[src/skht_pkg.sv]
// Shared constants, types and arithmetic helpers for the scalar Kalman health tracker.
package skht_pkg;

  localparam int DATA_W     = 16;
  localparam int FRAC_W     = 12;
  localparam int ONE        = 1 << FRAC_W;

  localparam int OP_W       = 3;
  localparam int REL_W      = 13;
  localparam int STAMP_W    = 63;
  localparam int PN_W       = 13;
  localparam int THR_W      = 14;
  localparam int CFG_IDX_W  = 3;
  localparam int CFG_DATA_W = 14;

  localparam int EST_N      = 4;
  localparam int SEL_W      = 2;
  localparam int VAR_W      = DATA_W - 1;
  localparam int R_W        = 14;
  localparam int DEN_W      = 16;
  localparam int GAIN_W     = FRAC_W + 1;
  localparam int MUL_AW     = DATA_W + 1;
  localparam int MUL_BW     = GAIN_W;
  localparam int MUL_PW     = MUL_AW + 1 + MUL_BW;
  localparam int RND_W      = MUL_PW + 1 - FRAC_W;
  localparam int SAT_W      = 24;
  localparam int OVER_W     = 19;
  localparam int STEP_CNT_W = $clog2(GAIN_W + 1);

  localparam logic [OP_W-1:0] OP_NONE  = 3'd0;
  localparam logic [OP_W-1:0] OP_MECH  = 3'd1;
  localparam logic [OP_W-1:0] OP_COOL  = 3'd2;
  localparam logic [OP_W-1:0] OP_POWER = 3'd3;
  localparam logic [OP_W-1:0] OP_LOAD  = 3'd4;

  localparam logic [SEL_W-1:0] EST_MECH  = 2'd0;
  localparam logic [SEL_W-1:0] EST_COOL  = 2'd1;
  localparam logic [SEL_W-1:0] EST_POWER = 2'd2;
  localparam logic [SEL_W-1:0] EST_LOAD  = 2'd3;

  localparam logic [CFG_IDX_W-1:0] CFG_PROCESS_NOISE = 3'd0;
  localparam logic [CFG_IDX_W-1:0] CFG_NOISE_FLOOR   = 3'd1;
  localparam logic [CFG_IDX_W-1:0] CFG_LOAD_THR      = 3'd2;
  localparam logic [CFG_IDX_W-1:0] CFG_COOL_THR      = 3'd3;
  localparam logic [CFG_IDX_W-1:0] CFG_MIN_FACTOR    = 3'd4;

  localparam logic signed [DATA_W-1:0] EST_ONE_RST  = DATA_W'(ONE);
  localparam logic signed [DATA_W-1:0] EST_LOAD_RST = DATA_W'((ONE * 8 + 5) / 10);
  localparam logic [VAR_W-1:0]         VAR_RST      = VAR_W'(ONE / 2);
  localparam logic [VAR_W-1:0]         VAR_MAX      = {VAR_W{1'b1}};
  localparam logic [PN_W-1:0]          PN_RST       = PN_W'((ONE * 2 + 500) / 1000);
  localparam logic [PN_W-1:0]          NF_RST       = PN_W'((ONE + 50) / 100);
  localparam logic [THR_W-1:0]         LT_RST       = THR_W'((ONE * 7 + 5) / 10);
  localparam logic [THR_W-1:0]         CT_RST       = THR_W'((ONE * 8 + 5) / 10);
  localparam logic [PN_W-1:0]          MTF_RST      = PN_W'((ONE * 2 + 5) / 10);

  localparam logic signed [SAT_W-1:0] SAT_MAX = SAT_W'((64'sd1 <<< (DATA_W - 1)) - 64'sd1);
  localparam logic signed [SAT_W-1:0] SAT_MIN = SAT_W'(-(64'sd1 <<< (DATA_W - 1)));

  typedef enum logic [2:0] {
    ST_IDLE,
    ST_PREP,
    ST_DIV,
    ST_MUL,
    ST_THR,
    ST_FAC,
    ST_EFF,
    ST_FIN
  } state_t;

  typedef struct packed {
    logic in_ready;
    logic div_start;
    logic mul_start;
    logic eff_start;
    logic est_upd;
    logic thr_load;
    logic eff_upd;
    logic out_load;
  } ctl_t;

  typedef struct packed {
    logic signed [DATA_W-1:0] mech_health;
    logic signed [DATA_W-1:0] cool_health;
    logic signed [DATA_W-1:0] power_avail;
    logic signed [DATA_W-1:0] load_estimate;
    logic signed [DATA_W-1:0] efficiency;
    logic [STAMP_W-1:0]       last_time;
  } out_word_t;

  // Clamp to the signed data range.
  function automatic logic signed [DATA_W-1:0] sat_d(input logic signed [SAT_W-1:0] v);
    logic signed [DATA_W-1:0] res;
    res = v[DATA_W-1:0];
    if (v > SAT_MAX) res = SAT_MAX[DATA_W-1:0];
    if (v < SAT_MIN) res = SAT_MIN[DATA_W-1:0];
    return res;
  endfunction

  // Drop the fraction bits of a product, rounding half up.
  function automatic logic signed [RND_W-1:0] rnd_q(input logic signed [MUL_PW-1:0] v);
    logic signed [MUL_PW:0] w;
    w = {v[MUL_PW-1], v} + (MUL_PW + 1)'(ONE / 2);
    return w[MUL_PW:FRAC_W];
  endfunction

endpackage

[src/skht_if.sv]
// Handshake channel interfaces for events, results and configuration writes.
interface skht_in_if;
  logic                                   valid;
  logic                                   ready;
  logic [skht_pkg::OP_W-1:0]              op;
  logic [skht_pkg::REL_W-1:0]             reliability;
  logic signed [skht_pkg::DATA_W-1:0]     severity;
  logic signed [skht_pkg::DATA_W-1:0]     load_value;
  logic                                   has_value;
  logic [skht_pkg::STAMP_W-1:0]           timestamp;

  modport source (output valid, op, reliability, severity, load_value, has_value, timestamp,
                  input ready);
  modport sink (input valid, op, reliability, severity, load_value, has_value, timestamp,
                output ready);
endinterface

interface skht_out_if;
  logic                               valid;
  logic                               ready;
  logic signed [skht_pkg::DATA_W-1:0] mech_health;
  logic signed [skht_pkg::DATA_W-1:0] cool_health;
  logic signed [skht_pkg::DATA_W-1:0] power_avail;
  logic signed [skht_pkg::DATA_W-1:0] load_estimate;
  logic signed [skht_pkg::DATA_W-1:0] efficiency;
  logic [skht_pkg::STAMP_W-1:0]       last_time;

  modport source (output valid, mech_health, cool_health, power_avail, load_estimate,
                  efficiency, last_time, input ready);
  modport sink (input valid, mech_health, cool_health, power_avail, load_estimate,
                efficiency, last_time, output ready);
endinterface

interface skht_cfg_if;
  logic                               valid;
  logic                               ready;
  logic [skht_pkg::CFG_IDX_W-1:0]     index;
  logic [skht_pkg::CFG_DATA_W-1:0]    data;

  modport source (output valid, index, data, input ready);
  modport sink (input valid, index, data, output ready);
endinterface

[src/skht_div.sv]
// Bit-serial restoring divider producing the Kalman gain P * 2^FRAC / (P + R).
module skht_div (
  input  logic                         clk,
  input  logic                         rst_n,
  input  logic                         start,
  input  logic [skht_pkg::VAR_W-1:0]   num,
  input  logic [skht_pkg::DEN_W-1:0]   den,
  output logic                         busy,
  output logic [skht_pkg::GAIN_W-1:0]  quo
);

  logic [skht_pkg::STEP_CNT_W-1:0] cnt_r;
  logic [skht_pkg::DEN_W:0]        rem_r;
  logic [skht_pkg::DEN_W:0]        rem_nxt;
  logic [skht_pkg::DEN_W:0]        rem_sub;
  logic [skht_pkg::DEN_W-1:0]      den_r;
  logic [skht_pkg::GAIN_W-1:0]     quo_r;
  logic                            dz_r;
  logic                            ge;

  assign busy = (cnt_r != '0);

  // The numerator never exceeds the denominator, so the first step yields the integer bit.
  always_comb begin
    ge      = (rem_r >= {1'b0, den_r});
    rem_sub = ge ? (rem_r - {1'b0, den_r}) : rem_r;
    rem_nxt = {rem_sub[skht_pkg::DEN_W-1:0], 1'b0};
  end

  always_ff @(posedge clk) begin
    if (!rst_n) begin
      cnt_r <= '0;
    end else if (start) begin
      cnt_r <= skht_pkg::STEP_CNT_W'(skht_pkg::GAIN_W);
    end else if (busy) begin
      cnt_r <= cnt_r - 1'b1;
    end
  end

  always_ff @(posedge clk) begin
    if (start) begin
      rem_r <= (skht_pkg::DEN_W + 1)'(num);
      den_r <= den;
      quo_r <= '0;
      dz_r  <= (den == '0);
    end else if (busy) begin
      rem_r <= rem_nxt;
      quo_r <= {quo_r[skht_pkg::GAIN_W-2:0], ge};
    end
  end

  // A zero denominator means no information in the measurement: gain is zero.
  assign quo = dz_r ? '0 : quo_r;

endmodule

[src/skht_mul.sv]
// Bit-serial shift-add multiplier: signed multiplicand times unsigned multiplier.
module skht_mul (
  input  logic                                clk,
  input  logic                                rst_n,
  input  logic                                start,
  input  logic signed [skht_pkg::MUL_AW-1:0]  a,
  input  logic [skht_pkg::MUL_BW-1:0]         b,
  output logic                                busy,
  output logic signed [skht_pkg::MUL_PW-1:0]  prod
);

  logic [skht_pkg::STEP_CNT_W-1:0]    cnt_r;
  logic signed [skht_pkg::MUL_AW-1:0] a_r;
  logic signed [skht_pkg::MUL_AW:0]   hi_r;
  logic [skht_pkg::MUL_BW-1:0]        lo_r;
  logic signed [skht_pkg::MUL_AW:0]   sum;

  assign busy = (cnt_r != '0);

  // One multiplier bit per cycle; the low half shifts out as the product's low bits.
  always_comb begin
    sum = hi_r + (lo_r[0] ? (skht_pkg::MUL_AW + 1)'(a_r) : '0);
  end

  always_ff @(posedge clk) begin
    if (!rst_n) begin
      cnt_r <= '0;
    end else if (start) begin
      cnt_r <= skht_pkg::STEP_CNT_W'(skht_pkg::MUL_BW);
    end else if (busy) begin
      cnt_r <= cnt_r - 1'b1;
    end
  end

  always_ff @(posedge clk) begin
    if (start) begin
      a_r  <= a;
      hi_r <= '0;
      lo_r <= b;
    end else if (busy) begin
      hi_r <= {sum[skht_pkg::MUL_AW], sum[skht_pkg::MUL_AW:1]};
      lo_r <= {sum[0], lo_r[skht_pkg::MUL_BW-1:1]};
    end
  end

  assign prod = {hi_r, lo_r};

endmodule

[src/scalar_kalman_health_tracker_unit.sv]
// Top level of the four-channel scalar Kalman health tracker with efficiency derating.
//
// Channel  Dir  Word carried
// in_ch    in   op, reliability, severity, load_value, has_value, timestamp
// out_ch   out  mech_health, cool_health, power_avail, load_estimate, efficiency, last_time
// cfg_ch   in   index, data (process noise, noise floor, thresholds, minimum factor)
//
// An event with a measurement runs the serial gain divider, then the serial estimate and
// variance multipliers, then the serial efficiency multiply, plus setup. An event without
// a measurement skips the divider and the estimate and variance multiplies.
// Only one event is in flight; a new word is taken once the previous result is registered,
// even while that result still waits on out_ch. Synchronous active-low reset restores the
// initial estimates, variances and register defaults. Configuration is always ready.
module scalar_kalman_health_tracker_unit (
  input  logic        clk,
  input  logic        rst_n,
  skht_in_if.sink     in_ch,
  skht_out_if.source  out_ch,
  skht_cfg_if.sink    cfg_ch
);

  skht_pkg::state_t state_r;
  skht_pkg::state_t state_nxt;
  skht_pkg::ctl_t   ctl;

  // Configuration registers.
  logic [skht_pkg::PN_W-1:0]  pn_r;
  logic [skht_pkg::PN_W-1:0]  nf_r;
  logic [skht_pkg::THR_W-1:0] lt_r;
  logic [skht_pkg::THR_W-1:0] ct_r;
  logic [skht_pkg::PN_W-1:0]  mtf_r;

  // Tracker state.
  logic signed [skht_pkg::DATA_W-1:0] est_r [skht_pkg::EST_N];
  logic [skht_pkg::VAR_W-1:0]         var_r [skht_pkg::EST_N];
  logic signed [skht_pkg::DATA_W-1:0] eff_r;
  logic [skht_pkg::STAMP_W-1:0]       stamp_r;

  // Per-event operands.
  logic                               fuse_r;
  logic [skht_pkg::SEL_W-1:0]         sel_r;
  logic signed [skht_pkg::DATA_W-1:0] z_r;
  logic [skht_pkg::R_W-1:0]           r_r;
  logic                               derate_r;
  logic signed [skht_pkg::OVER_W-1:0] over_r;
  logic signed [skht_pkg::DATA_W-1:0] cap_r;

  skht_pkg::out_word_t out_r;
  logic                out_valid_r;

  logic                               accept;
  logic                               fuse_in;
  logic [skht_pkg::SEL_W-1:0]         sel_in;
  logic signed [skht_pkg::DATA_W:0]   z_ext;
  logic signed [skht_pkg::DATA_W-1:0] z_in;
  logic signed [skht_pkg::R_W+1:0]    r_ext;
  logic [skht_pkg::R_W-1:0]           r_in;
  logic [skht_pkg::VAR_W:0]           var_sum [skht_pkg::EST_N];
  logic [skht_pkg::VAR_W-1:0]         var_grow [skht_pkg::EST_N];

  logic [skht_pkg::VAR_W-1:0]         p_sel;
  logic signed [skht_pkg::DATA_W-1:0] est_sel;
  logic [skht_pkg::DEN_W-1:0]         den;
  logic                               div_busy;
  logic [skht_pkg::GAIN_W-1:0]        div_k;

  logic signed [skht_pkg::MUL_AW-1:0] est_diff;
  logic signed [skht_pkg::MUL_AW-1:0] mul0_a;
  logic [skht_pkg::MUL_BW-1:0]        mul0_b;
  logic                               mul0_busy;
  logic signed [skht_pkg::MUL_PW-1:0] mul0_prod;
  logic signed [skht_pkg::MUL_AW-1:0] mul1_a;
  logic [skht_pkg::MUL_BW-1:0]        mul1_b;
  logic                               mul1_busy;
  logic signed [skht_pkg::MUL_PW-1:0] mul1_prod;

  logic signed [skht_pkg::RND_W-1:0]  var_rnd;
  logic [skht_pkg::VAR_W-1:0]         var_fused;
  logic signed [skht_pkg::DATA_W-1:0] est_fused;
  logic signed [skht_pkg::SAT_W-1:0]  over_full;
  logic signed [skht_pkg::OVER_W-1:0] fac_s;
  logic [skht_pkg::GAIN_W-1:0]        fac;

  assign accept       = in_ch.valid && ctl.in_ready;
  assign in_ch.ready  = ctl.in_ready;
  assign cfg_ch.ready = 1'b1;

  // Next state.
  always_comb begin
    state_nxt = state_r;
    case (state_r)
      skht_pkg::ST_IDLE: if (in_ch.valid) state_nxt = skht_pkg::ST_PREP;
      skht_pkg::ST_PREP: state_nxt = fuse_r ? skht_pkg::ST_DIV : skht_pkg::ST_THR;
      skht_pkg::ST_DIV:  if (!div_busy) state_nxt = skht_pkg::ST_MUL;
      skht_pkg::ST_MUL:  if (!mul0_busy) state_nxt = skht_pkg::ST_THR;
      skht_pkg::ST_THR:  state_nxt = skht_pkg::ST_FAC;
      skht_pkg::ST_FAC:  state_nxt = skht_pkg::ST_EFF;
      skht_pkg::ST_EFF:  if (!mul0_busy) state_nxt = skht_pkg::ST_FIN;
      skht_pkg::ST_FIN:  if (!out_valid_r || out_ch.ready) state_nxt = skht_pkg::ST_IDLE;
      default:           state_nxt = skht_pkg::ST_IDLE;
    endcase
  end

  // Control outputs.
  always_comb begin
    ctl = '0;
    case (state_r)
      skht_pkg::ST_IDLE: ctl.in_ready  = 1'b1;
      skht_pkg::ST_PREP: ctl.div_start = fuse_r;
      skht_pkg::ST_DIV:  ctl.mul_start = !div_busy;
      skht_pkg::ST_MUL:  ctl.est_upd   = !mul0_busy;
      skht_pkg::ST_THR:  ctl.thr_load  = 1'b1;
      skht_pkg::ST_FAC:  ctl.eff_start = 1'b1;
      skht_pkg::ST_EFF:  ctl.eff_upd   = !mul0_busy;
      skht_pkg::ST_FIN:  ctl.out_load  = !out_valid_r || out_ch.ready;
      default:           ctl = '0;
    endcase
  end

  always_ff @(posedge clk) begin
    if (!rst_n) begin
      state_r <= skht_pkg::ST_IDLE;
    end else begin
      state_r <= state_nxt;
    end
  end

  always_ff @(posedge clk) begin
    if (!rst_n) begin
      pn_r  <= skht_pkg::PN_RST;
      nf_r  <= skht_pkg::NF_RST;
      lt_r  <= skht_pkg::LT_RST;
      ct_r  <= skht_pkg::CT_RST;
      mtf_r <= skht_pkg::MTF_RST;
    end else if (cfg_ch.valid) begin
      case (cfg_ch.index)
        skht_pkg::CFG_PROCESS_NOISE: pn_r  <= cfg_ch.data[skht_pkg::PN_W-1:0];
        skht_pkg::CFG_NOISE_FLOOR:   nf_r  <= cfg_ch.data[skht_pkg::PN_W-1:0];
        skht_pkg::CFG_LOAD_THR:      lt_r  <= cfg_ch.data[skht_pkg::THR_W-1:0];
        skht_pkg::CFG_COOL_THR:      ct_r  <= cfg_ch.data[skht_pkg::THR_W-1:0];
        skht_pkg::CFG_MIN_FACTOR:    mtf_r <= cfg_ch.data[skht_pkg::PN_W-1:0];
        default: ;
      endcase
    end
  end

  // Event decode: which estimate to fuse, the measurement, its noise and the grown variances.
  always_comb begin
    fuse_in = 1'b0;
    sel_in  = skht_pkg::EST_MECH;
    case (in_ch.op)
      skht_pkg::OP_MECH:  begin fuse_in = 1'b1;            sel_in = skht_pkg::EST_MECH;  end
      skht_pkg::OP_COOL:  begin fuse_in = 1'b1;            sel_in = skht_pkg::EST_COOL;  end
      skht_pkg::OP_POWER: begin fuse_in = 1'b1;            sel_in = skht_pkg::EST_POWER; end
      skht_pkg::OP_LOAD:  begin fuse_in = in_ch.has_value; sel_in = skht_pkg::EST_LOAD;  end
      default: begin
        fuse_in = 1'b0;
        sel_in  = skht_pkg::EST_MECH;
      end
    endcase
    z_ext = (skht_pkg::DATA_W + 1)'(skht_pkg::ONE) - (skht_pkg::DATA_W + 1)'(in_ch.severity);
    if (in_ch.op == skht_pkg::OP_LOAD) begin
      z_in = in_ch.load_value;
    end else begin
      z_in = skht_pkg::sat_d(skht_pkg::SAT_W'(z_ext));
    end
    r_ext = (skht_pkg::R_W + 2)'(skht_pkg::ONE) - (skht_pkg::R_W + 2)'(in_ch.reliability)
            + (skht_pkg::R_W + 2)'(nf_r);
    r_in  = r_ext[skht_pkg::R_W+1] ? '0 : r_ext[skht_pkg::R_W-1:0];
    for (int i = 0; i < skht_pkg::EST_N; i++) begin
      var_sum[i]  = (skht_pkg::VAR_W + 1)'(var_r[i]) + (skht_pkg::VAR_W + 1)'(pn_r);
      var_grow[i] = var_sum[i][skht_pkg::VAR_W] ? skht_pkg::VAR_MAX
                                                : var_sum[i][skht_pkg::VAR_W-1:0];
    end
  end

  // Gain divider operands.
  assign p_sel   = var_r[sel_r];
  assign est_sel = est_r[sel_r];
  assign den     = skht_pkg::DEN_W'(p_sel) + skht_pkg::DEN_W'(r_r);

  skht_div u_div (
    .clk   (clk),
    .rst_n (rst_n),
    .start (ctl.div_start),
    .num   (p_sel),
    .den   (den),
    .busy  (div_busy),
    .quo   (div_k)
  );

  // Multiplier 0 does K*(z - est), then the efficiency product; multiplier 1 does P*(1 - K).
  always_comb begin
    est_diff = skht_pkg::MUL_AW'(z_r) - skht_pkg::MUL_AW'(est_sel);
    fac_s    = skht_pkg::OVER_W'(skht_pkg::ONE) - over_r;
    if (!derate_r) begin
      fac = skht_pkg::GAIN_W'(skht_pkg::ONE);
    end else if (fac_s < $signed(skht_pkg::OVER_W'(mtf_r))) begin
      fac = mtf_r;
    end else begin
      fac = fac_s[skht_pkg::GAIN_W-1:0];
    end
    if (state_r == skht_pkg::ST_FAC) begin
      mul0_a = skht_pkg::MUL_AW'(cap_r);
      mul0_b = fac;
    end else begin
      mul0_a = est_diff;
      mul0_b = div_k;
    end
    mul1_a = $signed(skht_pkg::MUL_AW'(p_sel));
    mul1_b = skht_pkg::GAIN_W'(skht_pkg::ONE) - div_k;
  end

  skht_mul u_mul_est (
    .clk   (clk),
    .rst_n (rst_n),
    .start (ctl.mul_start || ctl.eff_start),
    .a     (mul0_a),
    .b     (mul0_b),
    .busy  (mul0_busy),
    .prod  (mul0_prod)
  );

  skht_mul u_mul_var (
    .clk   (clk),
    .rst_n (rst_n),
    .start (ctl.mul_start),
    .a     (mul1_a),
    .b     (mul1_b),
    .busy  (mul1_busy),
    .prod  (mul1_prod)
  );

  always_comb begin
    est_fused = skht_pkg::sat_d(skht_pkg::SAT_W'(est_sel)
                                + skht_pkg::SAT_W'(skht_pkg::rnd_q(mul0_prod)));
    var_rnd   = skht_pkg::rnd_q(mul1_prod);
    if (var_rnd[skht_pkg::RND_W-1]) begin
      var_fused = '0;
    end else if (var_rnd > $signed(skht_pkg::RND_W'(skht_pkg::VAR_MAX))) begin
      var_fused = skht_pkg::VAR_MAX;
    end else begin
      var_fused = var_rnd[skht_pkg::VAR_W-1:0];
    end
    over_full = skht_pkg::SAT_W'(est_r[skht_pkg::EST_LOAD]) - $signed(skht_pkg::SAT_W'(lt_r))
                + $signed(skht_pkg::SAT_W'(ct_r)) - skht_pkg::SAT_W'(est_r[skht_pkg::EST_COOL]);
  end

  always_ff @(posedge clk) begin
    if (!rst_n) begin
      est_r[skht_pkg::EST_MECH]  <= skht_pkg::EST_ONE_RST;
      est_r[skht_pkg::EST_COOL]  <= skht_pkg::EST_ONE_RST;
      est_r[skht_pkg::EST_POWER] <= skht_pkg::EST_ONE_RST;
      est_r[skht_pkg::EST_LOAD]  <= skht_pkg::EST_LOAD_RST;
      for (int i = 0; i < skht_pkg::EST_N; i++) begin
        var_r[i] <= skht_pkg::VAR_RST;
      end
      eff_r   <= skht_pkg::EST_ONE_RST;
      stamp_r <= '0;
    end else begin
      if (accept) begin
        for (int i = 0; i < skht_pkg::EST_N; i++) begin
          var_r[i] <= var_grow[i];
        end
        stamp_r <= in_ch.timestamp;
      end
      if (ctl.est_upd) begin
        est_r[sel_r] <= est_fused;
        var_r[sel_r] <= var_fused;
      end
      if (ctl.eff_upd) begin
        eff_r <= skht_pkg::sat_d(skht_pkg::SAT_W'(skht_pkg::rnd_q(mul0_prod)));
      end
    end
  end

  always_ff @(posedge clk) begin
    if (accept) begin
      fuse_r <= fuse_in;
      sel_r  <= sel_in;
      z_r    <= z_in;
      r_r    <= r_in;
    end
    // Derating applies only when load is high and cooling is weak at the same time.
    if (ctl.thr_load) begin
      derate_r <= (skht_pkg::SAT_W'(est_r[skht_pkg::EST_LOAD]) > $signed(skht_pkg::SAT_W'(lt_r)))
               && (skht_pkg::SAT_W'(est_r[skht_pkg::EST_COOL]) < $signed(skht_pkg::SAT_W'(ct_r)));
      over_r   <= over_full[skht_pkg::OVER_W-1:0];
      cap_r    <= (est_r[skht_pkg::EST_MECH] < est_r[skht_pkg::EST_POWER])
                  ? est_r[skht_pkg::EST_MECH] : est_r[skht_pkg::EST_POWER];
    end
    if (ctl.out_load) begin
      out_r.mech_health   <= est_r[skht_pkg::EST_MECH];
      out_r.cool_health   <= est_r[skht_pkg::EST_COOL];
      out_r.power_avail   <= est_r[skht_pkg::EST_POWER];
      out_r.load_estimate <= est_r[skht_pkg::EST_LOAD];
      out_r.efficiency    <= eff_r;
      out_r.last_time     <= stamp_r;
    end
  end

  always_ff @(posedge clk) begin
    if (!rst_n) begin
      out_valid_r <= 1'b0;
    end else if (ctl.out_load) begin
      out_valid_r <= 1'b1;
    end else if (out_ch.ready) begin
      out_valid_r <= 1'b0;
    end
  end

  assign out_ch.valid         = out_valid_r;
  assign out_ch.mech_health   = out_r.mech_health;
  assign out_ch.cool_health   = out_r.cool_health;
  assign out_ch.power_avail   = out_r.power_avail;
  assign out_ch.load_estimate = out_r.load_estimate;
  assign out_ch.efficiency    = out_r.efficiency;
  assign out_ch.last_time     = out_r.last_time;

  a_accept_starts: assert property (@(posedge clk) disable iff (!rst_n)
    accept |=> state_r == skht_pkg::ST_PREP)
    else $error("accepted word did not start processing");

  a_div_before_mul: assert property (@(posedge clk) disable iff (!rst_n)
    state_r == skht_pkg::ST_MUL |-> !div_busy && !(mul0_busy ^ mul1_busy))
    else $error("multipliers out of step with divider");

  a_gain_range: assert property (@(posedge clk) disable iff (!rst_n)
    ctl.est_upd |-> div_k <= skht_pkg::GAIN_W'(skht_pkg::ONE))
    else $error("gain above one");

  a_div_only_fuse: assert property (@(posedge clk) disable iff (!rst_n)
    state_r == skht_pkg::ST_DIV |-> fuse_r)
    else $error("divider run for an event without a measurement");

  a_result_from_fin: assert property (@(posedge clk) disable iff (!rst_n)
    $rose(out_valid_r) |-> $past(state_r == skht_pkg::ST_FIN))
    else $error("result posted outside the finish step");

endmodule
[src/flat_wrapper.sv]
// flat-port wrapper written by rule: the top's interface ports become plain ports
module scalar_kalman_health_tracker_unit_flat 
  (clk, rst_n, in_ch_valid, in_ch_op, in_ch_reliability, in_ch_severity, in_ch_load_value, in_ch_has_value, in_ch_timestamp, in_ch_ready, out_ch_valid, out_ch_mech_health, out_ch_cool_health, out_ch_power_avail, out_ch_load_estimate, out_ch_efficiency, out_ch_last_time, out_ch_ready, cfg_ch_valid, cfg_ch_index, cfg_ch_data, cfg_ch_ready);
  skht_in_if in_ch_i ();
  skht_out_if out_ch_i ();
  skht_cfg_if cfg_ch_i ();
  input  logic clk;
  input  logic rst_n;
  input wire logic [$bits(in_ch_i.valid)-1:0] in_ch_valid;
  input wire logic [$bits(in_ch_i.op)-1:0] in_ch_op;
  input wire logic [$bits(in_ch_i.reliability)-1:0] in_ch_reliability;
  input wire logic [$bits(in_ch_i.severity)-1:0] in_ch_severity;
  input wire logic [$bits(in_ch_i.load_value)-1:0] in_ch_load_value;
  input wire logic [$bits(in_ch_i.has_value)-1:0] in_ch_has_value;
  input wire logic [$bits(in_ch_i.timestamp)-1:0] in_ch_timestamp;
  output wire logic [$bits(in_ch_i.ready)-1:0] in_ch_ready;
  output wire logic [$bits(out_ch_i.valid)-1:0] out_ch_valid;
  output wire logic [$bits(out_ch_i.mech_health)-1:0] out_ch_mech_health;
  output wire logic [$bits(out_ch_i.cool_health)-1:0] out_ch_cool_health;
  output wire logic [$bits(out_ch_i.power_avail)-1:0] out_ch_power_avail;
  output wire logic [$bits(out_ch_i.load_estimate)-1:0] out_ch_load_estimate;
  output wire logic [$bits(out_ch_i.efficiency)-1:0] out_ch_efficiency;
  output wire logic [$bits(out_ch_i.last_time)-1:0] out_ch_last_time;
  input wire logic [$bits(out_ch_i.ready)-1:0] out_ch_ready;
  input wire logic [$bits(cfg_ch_i.valid)-1:0] cfg_ch_valid;
  input wire logic [$bits(cfg_ch_i.index)-1:0] cfg_ch_index;
  input wire logic [$bits(cfg_ch_i.data)-1:0] cfg_ch_data;
  output wire logic [$bits(cfg_ch_i.ready)-1:0] cfg_ch_ready;
  assign in_ch_i.valid = in_ch_valid;
  assign in_ch_i.op = in_ch_op;
  assign in_ch_i.reliability = in_ch_reliability;
  assign in_ch_i.severity = in_ch_severity;
  assign in_ch_i.load_value = in_ch_load_value;
  assign in_ch_i.has_value = in_ch_has_value;
  assign in_ch_i.timestamp = in_ch_timestamp;
  assign in_ch_ready = in_ch_i.ready;
  assign out_ch_valid = out_ch_i.valid;
  assign out_ch_mech_health = out_ch_i.mech_health;
  assign out_ch_cool_health = out_ch_i.cool_health;
  assign out_ch_power_avail = out_ch_i.power_avail;
  assign out_ch_load_estimate = out_ch_i.load_estimate;
  assign out_ch_efficiency = out_ch_i.efficiency;
  assign out_ch_last_time = out_ch_i.last_time;
  assign out_ch_i.ready = out_ch_ready;
  assign cfg_ch_i.valid = cfg_ch_valid;
  assign cfg_ch_i.index = cfg_ch_index;
  assign cfg_ch_i.data = cfg_ch_data;
  assign cfg_ch_ready = cfg_ch_i.ready;
  scalar_kalman_health_tracker_unit u_core (.clk(clk), .rst_n(rst_n), .in_ch(in_ch_i), .out_ch(out_ch_i), .cfg_ch(cfg_ch_i));
endmodule
[config.mk]
export PLATFORM = sky130hd
export DESIGN_NAME = scalar_kalman_health_tracker_unit_flat
export DESIGN_NICKNAME = d
export VERILOG_FILES = /design/src/skht_pkg.sv /design/src/skht_if.sv /design/src/skht_div.sv /design/src/skht_mul.sv /design/src/scalar_kalman_health_tracker_unit.sv /design/src/flat_wrapper.sv
export SDC_FILE = /design/constraint.sdc
export NUM_CORES = 1
export LEC_CHECK = 0
export ABC_AREA = 1
export BUFFER_PORTS_ARGS = -buffer_cell sky130_fd_sc_hd__buf_2
export CORE_ASPECT_RATIO = 0.6
export CORE_UTILIZATION = 25
export DETAILED_ROUTE_END_ITERATION = 10
export PLACE_DENSITY = 0.4
export SLEW_MARGIN = 20
export SYNTH_ARGS = -nofsm -noshare
export SYNTH_HDL_FRONTEND = slang
export SYNTH_SLANG_ARGS = --single-unit
[constraint.sdc]
create_clock -name clk -period 20.6 [get_ports clk]
set_input_delay 2.06 -clock clk [delete_from_list [all_inputs] [get_ports clk]]
set_output_delay 2.06 -clock clk [all_outputs]
set_load 0.005 [all_outputs]
==> impl_metrics.yaml, run 1 <==
status:
  outcome: "finished, final reports clean"
placed_design:
  gp_congestion: 0.917
  dp_cells: 6452
  place_area_um2: 40500
  port_buffers: 278
  post-place-ws_ps: 15270
  hpwl_um: 107000
global_routing:
  grtUsageTotal: 0.179
  grt_max_degree: 70
  grt_antenna_before_repair: 7
  grt_pass1_wl_um: 197000
  first_global_vias: 28400
  gr-total-overflow: 0
clock_network:
  path_clk_slew_ps: 70
  post_cts_buffers: 0
  insertion_delay_ps: 690
  clock_sinks: 639
  cts.path.max_buffers: 3
  cts_max_level: 3
  cts_buffers: 72
  cts_hold_buf: 0
  cts_root_buffer: "clkbuf_16"
  cts_tree: "done"
  cts_resized: 0
drt:
  drc: 0
  wl_per_cell_um: 20.7
  drtAntennaViolNets: 0
  firstDrtPassIters: 6
  viasPerCell: 4.74
  num_vias: 31300
  drt-initial-drc-count: 2979
  drt_wl_total_um: 137000
timing:
  worst_slack_ps: 15660
  max_slew.worst_pin.slew_ps: 1080
  finalCriticalPeriod_ps: 4940
  finClkSkew_ps: 31.7
  rsz0062_at_grt: "false"
  whs_ps: 431
  fin_crit_sh: 0.240
  slew_headroom: 0.277
  fin_tns_setup_ps: 0
  hold_violations: 0
  maxSlewViolCount: 0
  setup_viol: 0
  fmax_mhz: 202
yosys:
  synth_nets: 4746
  synth-seq-cells: 639
  yosysWarnings: 0
  syn_area_um2: 36900
  ys_top_cells_by_count: "986 x nand2_1, 531 x inv_1, 426 x edfxtp_1"
  synthCells: 4336
  synth_cell_types: 59
  seq_area_frac_synth: 0.462
  synth.most_common_cell: "nand2_1"
  yosys.area.top_type: "edfxtp_1"
  avgSynthCellArea_um2: 8.52
  ys_top_cells_by_area: "edfxtp_1 35%, dfxtp_1 12%, nand2_1 10%"
  synth-edff-count: 426
  yosysTopAreaCellShare: 0.346
  async_reset_ff_frac: 0
  synth_ff_type: "edfxtp_1"
worst_setup_path:
  r2r-end: "u_core.est_r[1][14]$_SDFFCE_PN0P_"
  cp_num_buf_inv: 4
  path_max_fanout: 63
  critPathLaunchType: "flip-flop"
  path_cells: "buf_4 -> inv_2 -> buf_4 -> or2_2 -> a32oi_1 -> inv_1 -> ha_1 -> nand2_1 -> nor2_1 -> nand2_1 -> nand3_1 -> nand2_1 -> nand2_1 -> nand2_1 -> nand2_1 -> nand4_1 -> nand4_1 -> nand2_2 -> nand2_4 -> nand2_1 -> nand2_1 -> nor2_1"
  path_class: "reg -> reg"
  cp_top_family: "simple AND/OR/NAND/NOR gates"
  critPathSlowestCell: "buf_4"
  path_common_cell: "nand2_1"
  endpoint_kind: "flip-flop"
  critPathArrivalTime_ps: 5360
  ff2ff_path_depth: 22
  r2r_slack_ps: 15660
  required_ps: 21020
  max_stage_delay_ps: 550
power:
  peakVddDrop_uv: 53.8
  design_power_total_mw: 6.25
  p_leak_nw: 18.9
  p_per_area_nw_per_um2: 145
floorplan:
  die_h_um: 300
  start_util: 0.254
  die_area_um2: 149000
  core_um2: 146000
  die_w_um: 498
  io_pins: 280
  rows: 108
final_layout:
  syn2layout_area_growth_pct: 16.5
  fillCellCount: 15600
  postLayoutCoreUtil: 0.296
  nets: 5011
  fin_cells: 6590
  drive_gt1_frac: 0.109
  stdcell_area_um2: 43000
min_path:
  hp-class: "reg -> reg"
  holdPathEnd: "u_core.out_ch.last_time[46]$_DFFE_PP_"
  min_from: "u_core.stamp_r[46]$_SDFFE_PN0P_"
  min_path_cells: 0
run:
  maxCapViolations: 0
[layer usage]
metal,part of all wire,up-vias,GRT usage
met2,0.33,997,0.202
li1,-,15200,-
met1,0.56,14900,0.305
met3,0.095,113,0.0563
met4,0.015,2,0.0328
met5,0.000095,-,0
[registers in the layout, indices dropped and copies added, names as in the netlist, 15 cells and up, named ones only]
| signal | flops |
|---|---|
| u_core.out_ch.last_time | 63 |
| u_core.u_mul_est.a_r | 17 |
| u_core.u_mul_var.a_r | 15 |
| u_core.stamp_r | 63 |
| u_core.u_mul_var.hi_r | 17 |
| u_core.u_div.rem_r | 17 |
| u_core.est_r | 64 |
| u_core.z_r | 16 |
| u_core.u_mul_est.hi_r | 17 |
| u_core.eff_r | 16 |
| u_core.out_ch.efficiency | 16 |
| u_core.over_r | 19 |
| u_core.out_ch.load_estimate | 16 |
| u_core.var_r | 60 |
| u_core.out_ch.power_avail | 16 |
| u_core.out_ch.cool_health | 16 |
| u_core.cap_r | 16 |
| u_core.out_ch.mech_health | 16 |
| u_core.u_div.den_r | 16 |
[final cells by class]
| type | instances | area [um^2] | area share |
|---|---|---|---|
| clock inverter | 44 | 509 | 0.0118 |
| inverter | 542 | 2030 | 0.0473 |
| multi-input combinational | 3038 | 17400 | 0.404 |
| tap | 1925 | 2410 | 0.0560 |
| antenna | 4 | 10.0 | 0.000233 |
| timing repair buffer | 308 | 1620 | 0.0376 |
| clock buffer | 90 | 2000 | 0.0465 |
| sequential | 639 | 17100 | 0.396 |
[cell usage in the layout, fill, tap and decap left out, types with 60 or more instances in the layout]
master / netlist / final
nor2_1: 336 / 332
dfxtp_1: 213 / 212
a22o_1: 63 / 63
a21oi_1: 308 / 307
o21ai_0: 348 / 348
xnor2_1: 60 / 60
xor2_1: 126 / 126
nand3_1: 199 / 199
clkbuf_16: 0 / 75
ha_1: 250 / 250
edfxtp_1: 426 / 426
buf_2: 19 / 278
inv_1: 531 / 530
nand2_1: 986 / 986
[how the worst max path moves through the flow]
stage	from	to	slack, ps	cells after the start
3_3_place_gp	rst_n	u_core.var_r[0][1]$_DFFE_PP_	15290	6
2_1_floorplan	out_ch_ready	u_core.out_ch.cool_health[0]$_DFFE_PP_	8030	2
3_5_place_dp	rst_n	u_core.var_r[0][1]$_DFFE_PP_	15270	6
6_report	flip-flop	u_core.est_r[1][14]$_SDFFCE_PN0P_	15660	22
4_1_cts	flip-flop	u_core.est_r[1][14]$_SDFFCE_PN0P_	15850	22
5_1_grt	flip-flop	u_core.est_r[1][14]$_SDFFCE_PN0P_	15350	22
[logic make-up (layout without fill, tap and decap cells)]
kind of cell	count (synthesis)	count (layout)	share of synthesized area
flops	639	639	0.462
xor+xnor	187	187	0.0445
buf+inv	659	984	0.0684
other cells	1	5	0.000102
fa+ha+maj	276	276	0.0988
compound gates	884	884	0.137
simple gates	1690	1690	0.189
[worst register-to-register path: cells and delay by family (launching register included)]
kind | cells | cell delay, ps
AOI/OAI and AO/OA | 1 | 450
adders and majority gates | 1 | 380
buffers and inverters | 4 | 1060
DFF | 1 | 310
and+or+nand+nor | 16 | 2480
[power by group]
| group | total [mW] | internal (mW) | switching (mW) |
|---|---|---|---|
| Sequential | 1.96 | 1.74 | 0.219 |
| Clock | 1.38 | 0.790 | 0.595 |
| Combinational | 2.91 | 0.898 | 2.01 |
(Power assumes the default switching activity.)
==> run 2: changes to the inputs <==
--- a/config.mk
+++ b/config.mk
@@ -10,7 +10,7 @@
 export CORE_ASPECT_RATIO = 0.6
 export CORE_UTILIZATION = 25
 export DETAILED_ROUTE_END_ITERATION = 10
-export PLACE_DENSITY = 0.4
+export PLACE_DENSITY = 0.41
 export SLEW_MARGIN = 20
 export SYNTH_ARGS = -nofsm -noshare
 export SYNTH_HDL_FRONTEND = slang
==> constraint.sdc (replaced) <==
create_clock -name clk -period 4.3 [get_ports clk]
set_input_delay 0.43 -clock clk [delete_from_list [all_inputs] [get_ports clk]]
set_output_delay 0.43 -clock clk [all_outputs]
set_load 0.005 [all_outputs]
==> run 2 against run 1 <==
  * Non-clock buffer count increased by 228
  * Flip-flop and latch count stayed put
  * Worst setup slack got worse by 15000 ps
  * Clock-buffer cell count increased by 11
  * Worst hold slack worse by 360 ps
  * Sequential power grew to 4.7 times the previous value
  * Register-to-register slack lost 15000 ps
  * Global-route usage grew 0.62 points
  * Combinational power increased to 5.5 times the previous value
  * Sequential share of layout area down 1.9 points
  * Largest cell class unchanged
  * Critical path depth shrank 4
  * Total power grew to 5.1 times the previous value
==> impl_metrics.yaml, run 2 (same netlist as run 1, synthesis figures left out) <==
drt:
  firstDrtPassIters: 6
  drt-initial-drc-count: 3340
  viasPerCell: 4.71
  wl_per_cell_um: 20.8
  num_vias: 32100
  drc: 0
  drtAntennaViolNets: 0
  drt_wl_total_um: 142000
power:
  p_leak_nw: 20.0
  peakVddDrop_uv: 388
  clock_power_share: 0.209
  p_int_mw: 17.8
  p_seq_frac: 0.289
  netSwitchingFraction: 0.446
  design_power_total_mw: 32.1
  p_sw_mw: 14.3
  p_per_area_nw_per_um2: 710
  combPwrFrac: 0.502
placed_design:
  gp_congestion: 0.888
  dp_cells: 6601
  hpwl_um: 111000
  place_area_um2: 41700
  port_buffers: 278
clock_network:
  cts_root_buffer: "clkbuf_16"
  cts.path.max_buffers: 3
  insertion_delay_ps: 680
  cts_tree: "done"
  cts_buffers: 73
  cts_max_level: 3
  path_clk_slew_ps: 70
  clock_sinks: 639
global_routing:
  grt_max_degree: 81
  gr-total-overflow: 0
  grt_pass1_wl_um: 204000
  grt_antenna_before_repair: 13
  first_global_vias: 29400
  grtUsageTotal: 0.185
timing:
  whs_ps: 72.5
  finalCriticalPeriod_ps: 4060
  fmax_mhz: 246
  maxSlewViolCount: 0
  slew_headroom: 0.352
  max_slew.worst_pin.slew_ps: 970
  fin_crit_sh: 0.945
  setup_viol: 0
  hold_violations: 0
  finClkSkew_ps: 39.0
min_path:
  min_path_cells: 3
  hp-class: "in -> reg"
  min_from: "in_ch_load_value[11]"
  holdPathEnd: "u_core.z_r[11]$_DFFE_PP_"
floorplan:
  core_um2: 146000
  start_util: 0.254
  io_pins: 280
  rows: 108
  die_area_um2: 149000
  die_h_um: 300
  die_w_um: 498
final_layout:
  regMostFlops: "u_core.est_r"
  mostFrequentLayoutCells: "980 x nand2_1, 529 x inv_1, 426 x edfxtp_1, 340 x o21ai_0, 330 x nor2_1"
  reg_top3: "u_core.est_r x64, u_core.out_ch.last_time x63, u_core.stamp_r x63"
  drive_gt1_frac: 0.143
  fin_cells: 6817
  nets: 5241
  largest_reg_flops: 64
  mostFrequentLayoutCell: "nand2_1"
  postLayoutCoreUtil: 0.311
  syn2layout_area_growth_pct: 22.4
  stdcell_area_um2: 45200
worst_setup_path:
  rr_startpoint: "u_core.est_r[3][1]$_DFFE_PP_"
  r2r-end: "u_core.over_r[16]$_DFFE_PP_"
  required_ps: 4730
  ff2ff_path_depth: 18
  critPathArrivalTime_ps: 4500
  r2r_slack_ps: 240
  path_class: "reg -> reg"
  critPathLaunchType: "flip-flop"
  path_max_fanout: 4
  endpoint_kind: "flip-flop"
status:
  outcome: "finished, final reports clean"
run:
  maxCapViolations: 0
## run 2: cell types whose count changed in the layout (fill, tap and decap cells not counted), moves of 6 or more
cell           delta
buf_12            +7
buf_4           +148
clkbuf_1          +7
clkinv_2          -7
dlygate4sd3_1    +73
ha_1              -6
nand2_1           -6
nand2_2           +6
o21ai_0           -8
o21ai_1           +6
## run 2: area by class of cell
class,count,area (um^2)
timing repair buffer,536,3600
clock buffer,101,2120
tap,1925,2410
sequential,639,17100
antenna,2,5.00
multi-input combinational,3039,17600
inverter,542,2030
fill,15300,100000
clock inverter,33,398
## run 2: worst max-delay path by stage
stage / startpoint / endpoint / slack, ps / cells after the start
after CTS: u_core.est_r[3][0]$_DFFE_PP_ / u_core.over_r[15]$_DFFE_PP_ / 60 / 22
after detailed placement: u_core.est_r[3][0]$_DFFE_PP_ / u_core.over_r[15]$_DFFE_PP_ / 90 / 22
after global routing: u_core.u_mul_est.lo_r[12]$_DFFE_PP_ / u_core.est_r[3][10]$_DFFE_PP_ / -30 / 23
final: u_core.est_r[3][1]$_DFFE_PP_ / u_core.over_r[16]$_DFFE_PP_ / 240 / 18
after global placement: u_core.est_r[3][1]$_DFFE_PP_ / u_core.over_r[16]$_DFFE_PP_ / 50 / 20
after floorplan: u_core.state_r[1]$_SDFFE_PN0P_ / u_core.out_ch.cool_health[0]$_DFFE_PP_ / 7 / 2
## run 2: worst max-delay path, cell delays in order, from the launching register on
cell and delay [ps]:
edfxtp_1 500, buf_4 190, fa_1 420, nand3_1 80, nand2_1 80, nand2_1 60, nand2_1 60, a21oi_2 160
o211ai_1 160, a21oi_1 240, xnor2_1 180, fa_1 450, ha_1 390, nand2_1 130, o21ai_1 270, o21bai_2 210
nand3_1 90, nand2_1 80, xor2_1 60
## run 2: per-stage QoR
| stage | setup TNS (ps) | setup slack, ps |
|---|---|---|
| 6_report | 0 | 236 |
| 5_1_grt | -125 | -31.7 |
| 4_1_cts | 0 | 59.7 |
| 3_5_place_dp | 0 | 90.4 |
| 3_3_place_gp | 0 | 52.7 |
| 2_1_floorplan | 0 | 7.12 |
## run 2: timing repair
action | CTS | global route
setup buffers | 0 | 6
endpoints found under the hold margin | 74 | 0
hold buffers | 73 | 0
endpoints found under the setup margin | 0 | 68
gates resized for setup | 0 | 41
## run 2: per-layer routing
| layer | vias to the layer above | track usage | share of wire | wire (um) |
|---|---|---|---|---|
| met5 | - | 0 | 0.00024 | 34 |
| met4 | 4 | 0.0329 | 0.015 | 2060 |
| met3 | 120 | 0.0528 | 0.095 | 13500 |
| met2 | 1119 | 0.214 | 0.34 | 47800 |
| met1 | 15200 | 0.315 | 0.55 | 78300 |
| li1 | 15700 | - | - | - |
## run 2: power by group through the flow
stage               registers [mW]  clock network [mW]  logic (mW)
CTS                           9.25                6.89        15.5
floorplan                     8.96                   0        9.35
global placement              9.37                   0        15.5
detailed placement            9.37                   0        15.4
finish                        9.29                6.71        16.1
global route                  9.42                7.09        17.8
